### config.mk
export PLATFORM = sky130hd
export DESIGN_NAME = softened_gravity_accumulator
export DESIGN_NICKNAME = d
export VERILOG_FILES = /design/src/hdl/sga_pkg.sv /design/src/hdl/sga_alu.sv /design/src/hdl/sga_core.sv /design/src/hdl/softened_gravity_accumulator.sv
export SDC_FILE = /design/constraint.sdc
export NUM_CORES = 2
export LEC_CHECK = 0
export BUFFER_PORTS_ARGS = -buffer_cell sky130_fd_sc_hd__clkbuf_2
export CORE_MARGIN = 5
export CORE_UTILIZATION = 45
export CTS_CLUSTER_DIAMETER = 120
export DETAILED_ROUTE_END_ITERATION = 12
export SLEW_MARGIN = 25
export SYNTH_ARGS = -nofsm -noshare
export SYNTH_HDL_FRONTEND = slang
export SYNTH_HIERARCHICAL = 1
export SYNTH_SLANG_ARGS = --single-unit
### constraint.sdc
create_clock -name clk -period 12.1 [get_ports clk]
set_input_delay 1.815 -clock clk [delete_from_list [all_inputs] [get_ports clk]]
set_output_delay 1.815 -clock clk [all_outputs]
set_load 0.005 [all_outputs]
### src/hdl/sga_pkg.sv
// Shared types and constants for the softened gravity accumulator.
// No dependencies; imported by sga_core, the top level and the testbench.
`default_nettype none
package sga_pkg;

  // fixed field widths
  localparam int MASS_W   = 32;
  localparam int EPS_W    = 32;
  localparam int ACC_W    = 64;
  // softening_sq is Q16.16, R is Q32.32
  localparam int EPS_SH   = 16;
  // numerator scale so the quotient lands in Q32.32
  localparam int FRAC_SH  = 48;

  // sequencer states, one-hot
  typedef enum logic [8:0] {
    S_IDLE   = 9'b000000001,
    S_SQR    = 9'b000000010,
    S_ROOT   = 9'b000000100,
    S_DEN    = 9'b000001000,
    S_MULM   = 9'b000010000,
    S_SATCHK = 9'b000100000,
    S_DIV    = 9'b001000000,
    S_ACCUM  = 9'b010000000,
    S_FIN    = 9'b100000000
  } sga_state_t;

  // core status toward the stream wrapper
  typedef struct packed {
    logic busy;
    logic done;
    logic last;
  } sga_status_t;

endpackage
`default_nettype wire

### src/hdl/sga_alu.sv
// Shared wide add / subtract unit with unsigned compare.
// Used by sga_core for multiply, square root and divide steps.
`default_nettype none
module sga_alu #(
  parameter int W = 128
) (
  input  wire logic [W-1:0] a,
  input  wire logic [W-1:0] b,
  input  wire logic         sub,
  output logic      [W-1:0] y,
  output logic              ge
);
  logic [W:0] s;

  // one adder: a + b, or a + ~b + 1 for subtract
  always_comb begin
    s  = {1'b0, a} + {1'b0, (sub ? ~b : b)} + {{W{1'b0}}, sub};
    y  = s[W-1:0];
    ge = s[W];
  end
endmodule
`default_nettype wire

### src/hdl/sga_core.sv
// Sequencer and datapath: squares, integer square root, denominator,
// per-axis restoring divide and saturating sums. Depends on sga_pkg, sga_alu.
`default_nettype none
module sga_core #(
  parameter int CW = 32,
  parameter int SW = 64
) (
  input  wire logic                         clk,
  input  wire logic                         rst,
  input  wire logic                         start,
  input  wire logic [2:0][CW-1:0]           tgt,
  input  wire logic [2:0][CW-1:0]           src,
  input  wire logic [sga_pkg::MASS_W-1:0]   mass_in,
  input  wire logic                         first_in,
  input  wire logic                         last_in,
  input  wire logic [sga_pkg::EPS_W-1:0]    softening_sq,
  input  wire logic                         out_free,
  output sga_pkg::sga_status_t              status,
  output logic signed [SW-1:0]              sum_x,
  output logic signed [SW-1:0]              sum_y,
  output logic signed [SW-1:0]              sum_z
);
  import sga_pkg::*;

  localparam int DW    = CW + 1;
  localparam int RW0   = (2*CW + 2 > EPS_W + EPS_SH + 1) ? 2*CW + 2 : EPS_W + EPS_SH + 1;
  localparam int RW    = RW0 + 1;
  localparam int SQW   = (RW + 1) / 2;
  localparam int DENW  = RW + SQW;
  localparam int PW    = MASS_W + DW;
  localparam int NUMW  = PW + FRAC_SH;
  localparam int W     = (NUMW > DENW + 2) ? NUMW : DENW + 2;
  localparam int QW    = SW - 1;
  localparam int MPW0  = (DW > SQW) ? DW : SQW;
  localparam int MPW   = (MPW0 > MASS_W) ? MPW0 : MASS_W;
  localparam int MC0   = (MPW > QW) ? MPW : QW;
  localparam int CNTW  = $clog2(MC0 + 1);

  sga_state_t          state;
  logic [CNTW-1:0]     cnt;
  logic [1:0]          axis;
  logic [2:0][DW-1:0]  ad;
  logic [2:0]          neg;
  logic [MASS_W-1:0]   mass;
  logic                last_f;
  logic [W-1:0]        acc;
  logic [W-1:0]        mcand;
  logic [MPW-1:0]      mplier;
  logic [RW-1:0]       rt;
  logic [RW-1:0]       one;
  logic [RW-1:0]       rreg;
  logic [DENW-1:0]     den;
  logic [QW-1:0]       nlo;
  logic [QW-1:0]       q;
  logic [QW-1:0]       mag;
  logic signed [SW-1:0] sums [3];

  logic [W-1:0]        alu_a, alu_b, alu_y;
  logic                alu_sub, alu_ge;
  logic [W-1:0]        mul_val;
  logic [RW-1:0]       rt_nx;
  logic [NUMW-1:0]     numw;
  logic [2:0][DW-1:0]  ad_in;
  logic [2:0]          neg_in;
  logic [DW-1:0]       ad_nxt;
  logic signed [SW-1:0] term, sum_sel, sat_val;
  logic signed [SW:0]  sum_w;
  logic signed [CW:0]  dd;

  sga_alu #(.W(W)) u_alu (
    .a(alu_a), .b(alu_b), .sub(alu_sub), .y(alu_y), .ge(alu_ge)
  );

  // differences and magnitudes at item capture
  always_comb begin
    for (int i = 0; i < 3; i++) begin
      dd        = {src[i][CW-1], src[i]} - {tgt[i][CW-1], tgt[i]};
      neg_in[i] = dd[CW];
      ad_in[i]  = dd[CW] ? DW'(-dd) : DW'(dd);
    end
  end

  // shared unit operand select
  always_comb begin
    alu_a   = acc;
    alu_b   = mcand;
    alu_sub = 1'b0;
    unique case (state)
      S_ROOT: begin
        alu_b   = W'(rt | one);
        alu_sub = 1'b1;
      end
      S_SATCHK: begin
        alu_b   = W'(den);
        alu_sub = 1'b1;
      end
      S_DIV: begin
        alu_a   = {acc[W-2:0], nlo[QW-1]};
        alu_b   = W'(den);
        alu_sub = 1'b1;
      end
      default: begin
      end
    endcase
  end

  // step helpers
  always_comb begin
    mul_val = mplier[0] ? alu_y : acc;
    rt_nx   = alu_ge ? ((rt >> 1) | one) : (rt >> 1);
    numw    = {mul_val[PW-1:0], {FRAC_SH{1'b0}}};
    ad_nxt  = (axis == 2'd0) ? ad[1] : ad[2];
  end

  // signed term and saturating add
  always_comb begin
    term    = neg[axis] ? -SW'(mag) : SW'(mag);
    sum_sel = sums[axis];
    sum_w   = {sum_sel[SW-1], sum_sel} + {term[SW-1], term};
    if (sum_w[SW] != sum_w[SW-1]) begin
      sat_val = sum_w[SW] ? {1'b1, {(SW-1){1'b0}}} : {1'b0, {(SW-1){1'b1}}};
    end else begin
      sat_val = sum_w[SW-1:0];
    end
  end

  // sequencer
  always_ff @(posedge clk) begin
    if (rst) begin
      state <= S_IDLE;
      cnt   <= '0;
      axis  <= '0;
      for (int i = 0; i < 3; i++) sums[i] <= '0;
    end else begin
      unique case (state)
        S_IDLE: begin
          if (start) begin
            ad     <= ad_in;
            neg    <= neg_in;
            mass   <= mass_in;
            last_f <= last_in;
            if (first_in) begin
              for (int i = 0; i < 3; i++) sums[i] <= '0;
            end
            acc    <= W'(softening_sq) << EPS_SH;
            mcand  <= W'(ad_in[0]);
            mplier <= MPW'(ad_in[0]);
            cnt    <= '0;
            axis   <= '0;
            state  <= S_SQR;
          end
        end
        // R = eps << 16 + sum of squares, shift-add
        S_SQR: begin
          acc    <= mul_val;
          mcand  <= mcand << 1;
          mplier <= mplier >> 1;
          cnt    <= cnt + 1'b1;
          if (cnt == CNTW'(DW-1)) begin
            cnt <= '0;
            if (axis == 2'd2) begin
              rreg  <= mul_val[RW-1:0];
              rt    <= '0;
              one   <= RW'(1) << (2*(SQW-1));
              state <= (mul_val[RW-1:0] == '0) ? S_FIN : S_ROOT;
            end else begin
              axis   <= axis + 1'b1;
              mcand  <= W'(ad_nxt);
              mplier <= MPW'(ad_nxt);
            end
          end
        end
        // floor(sqrt(R)), one bit per cycle
        S_ROOT: begin
          if (alu_ge) acc <= alu_y;
          rt  <= rt_nx;
          one <= one >> 2;
          cnt <= cnt + 1'b1;
          if (cnt == CNTW'(SQW-1)) begin
            cnt    <= '0;
            acc    <= '0;
            mcand  <= W'(rreg);
            mplier <= MPW'(rt_nx[SQW-1:0]);
            state  <= S_DEN;
          end
        end
        // den = R * S
        S_DEN: begin
          acc    <= mul_val;
          mcand  <= mcand << 1;
          mplier <= mplier >> 1;
          cnt    <= cnt + 1'b1;
          if (cnt == CNTW'(SQW-1)) begin
            cnt    <= '0;
            den    <= mul_val[DENW-1:0];
            axis   <= '0;
            acc    <= '0;
            mcand  <= W'(ad[0]);
            mplier <= MPW'(mass);
            state  <= S_MULM;
          end
        end
        // m * |D|
        S_MULM: begin
          acc    <= mul_val;
          mcand  <= mcand << 1;
          mplier <= mplier >> 1;
          cnt    <= cnt + 1'b1;
          if (cnt == CNTW'(MASS_W-1)) begin
            cnt   <= '0;
            acc   <= W'(numw[NUMW-1:QW]);
            nlo   <= numw[QW-1:0];
            state <= S_SATCHK;
          end
        end
        // quotient too large for the cap: saturate at once
        S_SATCHK: begin
          if (alu_ge) begin
            mag   <= {QW{1'b1}};
            state <= S_ACCUM;
          end else begin
            q     <= '0;
            state <= S_DIV;
          end
        end
        // restoring divide, one quotient bit per cycle
        S_DIV: begin
          acc <= alu_ge ? alu_y : alu_a;
          nlo <= nlo << 1;
          q   <= {q[QW-2:0], alu_ge};
          cnt <= cnt + 1'b1;
          if (cnt == CNTW'(QW-1)) begin
            cnt   <= '0;
            mag   <= {q[QW-2:0], alu_ge};
            state <= S_ACCUM;
          end
        end
        S_ACCUM: begin
          sums[axis] <= sat_val;
          if (axis == 2'd2) begin
            state <= S_FIN;
          end else begin
            axis   <= axis + 1'b1;
            acc    <= '0;
            mcand  <= W'(ad_nxt);
            mplier <= MPW'(mass);
            state  <= S_MULM;
          end
        end
        S_FIN: begin
          if (!last_f || out_free) state <= S_IDLE;
        end
        default: state <= S_IDLE;
      endcase
    end
  end

  always_comb begin
    status.busy = (state != S_IDLE);
    status.done = (state == S_FIN);
    status.last = last_f;
    sum_x       = sums[0];
    sum_y       = sums[1];
    sum_z       = sums[2];
  end
endmodule
`default_nettype wire

### src/hdl/softened_gravity_accumulator.sv
// Each item runs the squares, a bit-serial square root and the denominator, then per axis a
// multiply by mass and a divide into a saturating sum; a saturated axis skips its divide and a
// zero softened distance ends after the squares. One shared add/subtract unit does the
// shift-add multiplies, bit-serial square root and restoring divides. A new item is taken
// only while the core is idle; a result waits in the output register while the next item
// runs. Sync reset (rst high) clears sums, softening_sq, valid. Uses sga_core.
`default_nettype none
module softened_gravity_accumulator #(
  parameter int COORD_WIDTH = 32,
  parameter int SUM_WIDTH   = 64
) (
  input  wire logic clk,
  input  wire logic rst,
  input  wire logic cfg_wr_en,
  input  wire logic [sga_pkg::EPS_W-1:0] cfg_wr_data,
  input  wire logic s_axis_tvalid,
  output logic      s_axis_tready,
  // target_x, target_y, target_z, src_x, src_y, src_z, src_mass, zero pad
  input  wire logic [((6*COORD_WIDTH+sga_pkg::MASS_W+7)/8)*8-1:0] s_axis_tdata,
  // first
  input  wire logic s_axis_tuser,
  input  wire logic s_axis_tlast,
  output logic      m_axis_tvalid,
  input  wire logic m_axis_tready,
  // acc_x, acc_y, acc_z
  output logic [3*sga_pkg::ACC_W-1:0] m_axis_tdata
);
  import sga_pkg::*;

  localparam int CW = COORD_WIDTH;

  logic [EPS_W-1:0]       softening_sq;
  logic [2:0][CW-1:0]     tgt, src;
  logic                   out_free, start;
  sga_status_t            st;
  logic signed [SUM_WIDTH-1:0] sx, sy, sz;

  // field unpack
  always_comb begin
    for (int i = 0; i < 3; i++) begin
      tgt[i] = s_axis_tdata[i*CW +: CW];
      src[i] = s_axis_tdata[(3+i)*CW +: CW];
    end
    s_axis_tready = !st.busy;
    start         = s_axis_tvalid && s_axis_tready;
    out_free      = !m_axis_tvalid || m_axis_tready;
  end

  // configuration register
  always_ff @(posedge clk) begin
    if (rst) begin
      softening_sq <= '0;
    end else if (cfg_wr_en) begin
      softening_sq <= cfg_wr_data;
    end
  end

  sga_core #(.CW(CW), .SW(SUM_WIDTH)) u_core (
    .clk(clk), .rst(rst), .start(start),
    .tgt(tgt), .src(src),
    .mass_in(s_axis_tdata[6*CW +: MASS_W]),
    .first_in(s_axis_tuser), .last_in(s_axis_tlast),
    .softening_sq(softening_sq), .out_free(out_free),
    .status(st), .sum_x(sx), .sum_y(sy), .sum_z(sz)
  );

  // output register
  always_ff @(posedge clk) begin
    if (rst) begin
      m_axis_tvalid <= 1'b0;
    end else if (st.done && st.last && out_free) begin
      m_axis_tvalid <= 1'b1;
    end else if (m_axis_tready) begin
      m_axis_tvalid <= 1'b0;
    end
  end

  always_ff @(posedge clk) begin
    if (st.done && st.last && out_free) begin
      m_axis_tdata <= {ACC_W'(sz), ACC_W'(sy), ACC_W'(sx)};
    end
  end

`ifndef SYNTHESIS
  a_busy_after_accept: assert property (@(posedge clk) disable iff (rst)
    s_axis_tvalid && s_axis_tready |=> !s_axis_tready)
    else $error("core took an item without going busy");
  a_hold_on_stall: assert property (@(posedge clk) disable iff (rst)
    st.done && st.last && !out_free |=> st.done)
    else $error("result dropped while output register full");
  a_load_only_on_done: assert property (@(posedge clk) disable iff (rst)
    $rose(m_axis_tvalid) |-> $past(st.done && st.last))
    else $error("output valid without a finished last item");
`endif
endmodule
`default_nettype wire

==> flow_summary.json <==
{
  "clk_path_buf_depth": 3,
  "synth_seq_cells": 1304,
  "drt-initial-drc-count": 6176,
  "worst_case_reg_to_reg_path_depth": 26,
  "cts.repair_timing.setup_buffer_count": 0,
  "area_growth_syn_to_layout_pct": 12.1,
  "worst_setup_hold_path_clk_slew_ns": 0.06,
  "clock_tree_from_tritoncts": "yes",
  "run_status": "finished clean",
  "setup.worst_path.class": "flop to flop",
  "finalSetupViolCount": 0,
  "r2r-start": "u_core/state[4]",
  "grt.met2_usage": 0.435,
  "hold_ws_ns": 0.433,
  "syn-mean-instance-area_um2": 10.6,
  "setup_slack_ns": 3.07,
  "clock_latency_ns": 0.82,
  "yosysMostFrequentCell": "edfxtp_1",
  "fp.dieH_um": 419,
  "report.power.total_w": 0.0169,
  "largest_net_degree_at_the_start_of_global_routing": 161,
  "overflow": 0,
  "final_count_of_pins_violating_max_slew": 0,
  "yosys_most_used_dff": "edfxtp_1",
  "maxClockFrequency_mhz": 111,
  "total_nets_final": 7968,
  "preCtsSetupSlack_ns": 3.24,
  "synth_area_um2": 75400,
  "cts_num_sinks": 1304,
  "floorplan.initialDensity": 0.452,
  "synth-edff-count": 1252,
  "drtPass1Iterations": 11,
  "slew-limit-headroom": 0.301,
  "number_of_vias_per_cell_after_detailed_routing": 5.95,
  "hpwlAfterDp_mm": 165,
  "synth_area_leader_cell": "edfxtp_1",
  "reg2reg_to": "u_core/acc[39]",
  "h-tree-depth": 4,
  "n_fill_cell": 15000,
  "timing_hold_violations_final": 0,
  "synth_top_cell_area_share": 0.498,
  "worst-path-max-fanout": 77,
  "design.core.area_um2": 167000,
  "power_density_nw_per_um2": 199,
  "postRouteAntennaNets": 0,
  "ir_drop_mv": 0.196,
  "synth-seq-area-share": 0.512,
  "critical_path.slowest_cell": "inv_6",
  "skew_ns": 0.0496,
  "worstPathBufferInverterCount": 5,
  "whs_endpoint": "m_axis_tdata[96]",
  "drc": 0,
  "timing.setup.tns_ns": 0,
  "port_buffers": 456,
  "gr-max-usage-layer": "met2",
  "critPathArrivalTime_ns": 9.66,
  "syn_nets": 7679,
  "vias_in_the_first_global_route": 56400,
  "grt.met1_usage": 0.344,
  "ys_warn_count": 6,
  "worst_hold_path_type": "flop to flop",
  "gates_resized_cts_repair": 0,
  "initial_antenna_violation_count": 2,
  "syn-instance-count": 7113,
  "hold_depth": 0,
  "placement_rows": 150,
  "chipWidth_um": 419,
  "worst-path-stages": 26,
  "p_leak_nw": 32.6,
  "netlist_top_cells_count": "edfxtp_1 (1252), nand2_1 (974), nor2_1 (613)",
  "path_common_cell": "buf_4",
  "timing_worst_slew_pin_value_ns": 1.05,
  "r2r_setup_slack_ns": 3.07,
  "rsz0062_at_grt": "no",
  "wl_per_cell_um": 23.8,
  "synth_top_cells_by_area": "edfxtp_1 (50%), ha_1 (4.9%), nand2_1 (4.8%)",
  "crit_path_end_kind": "flop",
  "min-delay-start": "u_core/sums[1][32]",
  "crit_family": "compound AO/OA/AOI/OAI gates",
  "fp.dieArea_um2": 176000,
  "place.gp.congestion": 0.964,
  "first_pass_grt_wire_length_mm": 349,
  "drv.max_cap_violation_count": 0,
  "finalCriticalPeriod_ns": 9.03,
  "tritoncts.num_buffers": 143,
  "grt_usage": 0.256,
  "drive_above_1_share": 0.149,
  "startpoint_type": "flop",
  "synthDistinctLibCells": 127,
  "grt_use_met3": 0.0312,
  "io_pins": 457,
  "route.final.wire_length_mm": 231,
  "clock_tree.root_cell": "clkbuf_16",
  "async_reset_ff_frac": 0,
  "final_min_period_over_clock_period": 0.746,
  "timing.critical_path.required_ns": 12.73,
  "critical-path-max-stage-delay_ns": 0.77,
  "vias": 57800,
  "postCtsHoldBufs": 0
}
-- metrics by stage --
stage	area [um2]	instances	util
5_1_grt	84600	9720	0.507
3_3_place_gp	79700	9458	0.478
6_report	84600	9722	0.507
2_1_floorplan	75400	7113	-
3_5_place_dp	79800	9460	0.478
4_1_cts	84500	9719	0.507
-- how the worst max path moves through the flow --
stage / startpoint / endpoint / slack (ns)
5_1_grt: u_core/state[4] / u_core/acc[43] / 2.53
6_report: u_core/state[4] / u_core/acc[39] / 3.07
3_5_place_dp: u_core/state[4] / u_core/acc[43] / 3.24
4_1_cts: u_core/state[4] / u_core/acc[43] / 3.17
3_3_place_gp: u_core/state[4] / u_core/acc[43] / 3.37
2_1_floorplan: m_axis_tready / m_axis_tdata[0] / 0.95
-- flip-flops by register name, indices dropped and copies added, names as in the netlist, 67 cells and up, named ones only --
name,cells
u_core/rreg,67
u_core/rt,67
u_core/mcand,113
m_axis_tdata,192
u_core/acc,113
u_core/den,101
u_core/sums,256
u_core/ad,99
-- placed cells by master, fill, tap and decap left out, types with 71 or more instances in the layout --
cell type,count
edfxtp_1,1252
nand2_1,970
nor2_1,602
a21oi_1,472
clkbuf_2,456
o21ai_0,337
ha_1,297
xor2_1,253
inv_1,251
xnor2_1,248
and2_1,202
clkbuf_16,144
nand3_1,135
a21o_1,113
mux2_2,112
a222oi_1,102
a22oi_1,99
nand4_1,93
a31oi_1,77
nor3_1,73
or2_2,71
-- routing by layer --
metal	vias to the layer above	part of all wire	wire length, um
met2	2196	0.48	111000
met1	28400	0.42	98300
met3	385	0.061	14200
li1	26900	-	-
met4	0	0.034	7770
met5	-	0	0
-- kinds of logic (layout without fill, tap and decap cells) --
kind of cell | Yosys count | after routing | share of synthesized area
DFF | 1304 | 1304 | 0.512
adders and majority gates | 307 | 307 | 0.0513
other | 0 | 2 | 0
buffers and inverters | 639 | 1042 | 0.0336
and+or+nand+nor | 2457 | 2457 | 0.151
AOI/OAI and AO/OA | 1670 | 1670 | 0.150
muxes | 235 | 235 | 0.0437
xor gates and xnor gates | 501 | 501 | 0.0582
-- power breakdown --
group	internal [W]	total [W]	switching, W	leakage (nW)
clock	0.00250	0.00442	0.00192	2.29
combinational	0.00204	0.00638	0.00433	18.2
sequential	0.00579	0.00607	0.000288	12.2
total	0.0103	0.0169	0.00654	32.6
-- area by class of cell --
type | instances | area (um2) | share of cell area
inverters | 254 | 958 | 0.0113
diodes | 2 | 5.00 | 0.0000592
clock buffers | 174 | 3770 | 0.0445
well taps | 2204 | 2760 | 0.0326
clock inverters | 85 | 1010 | 0.0119
repair buffers | 529 | 2930 | 0.0346
flip-flops and latches | 1304 | 38600 | 0.457
multi-input cells | 5170 | 34500 | 0.408
(Power assumes the default switching activity.)
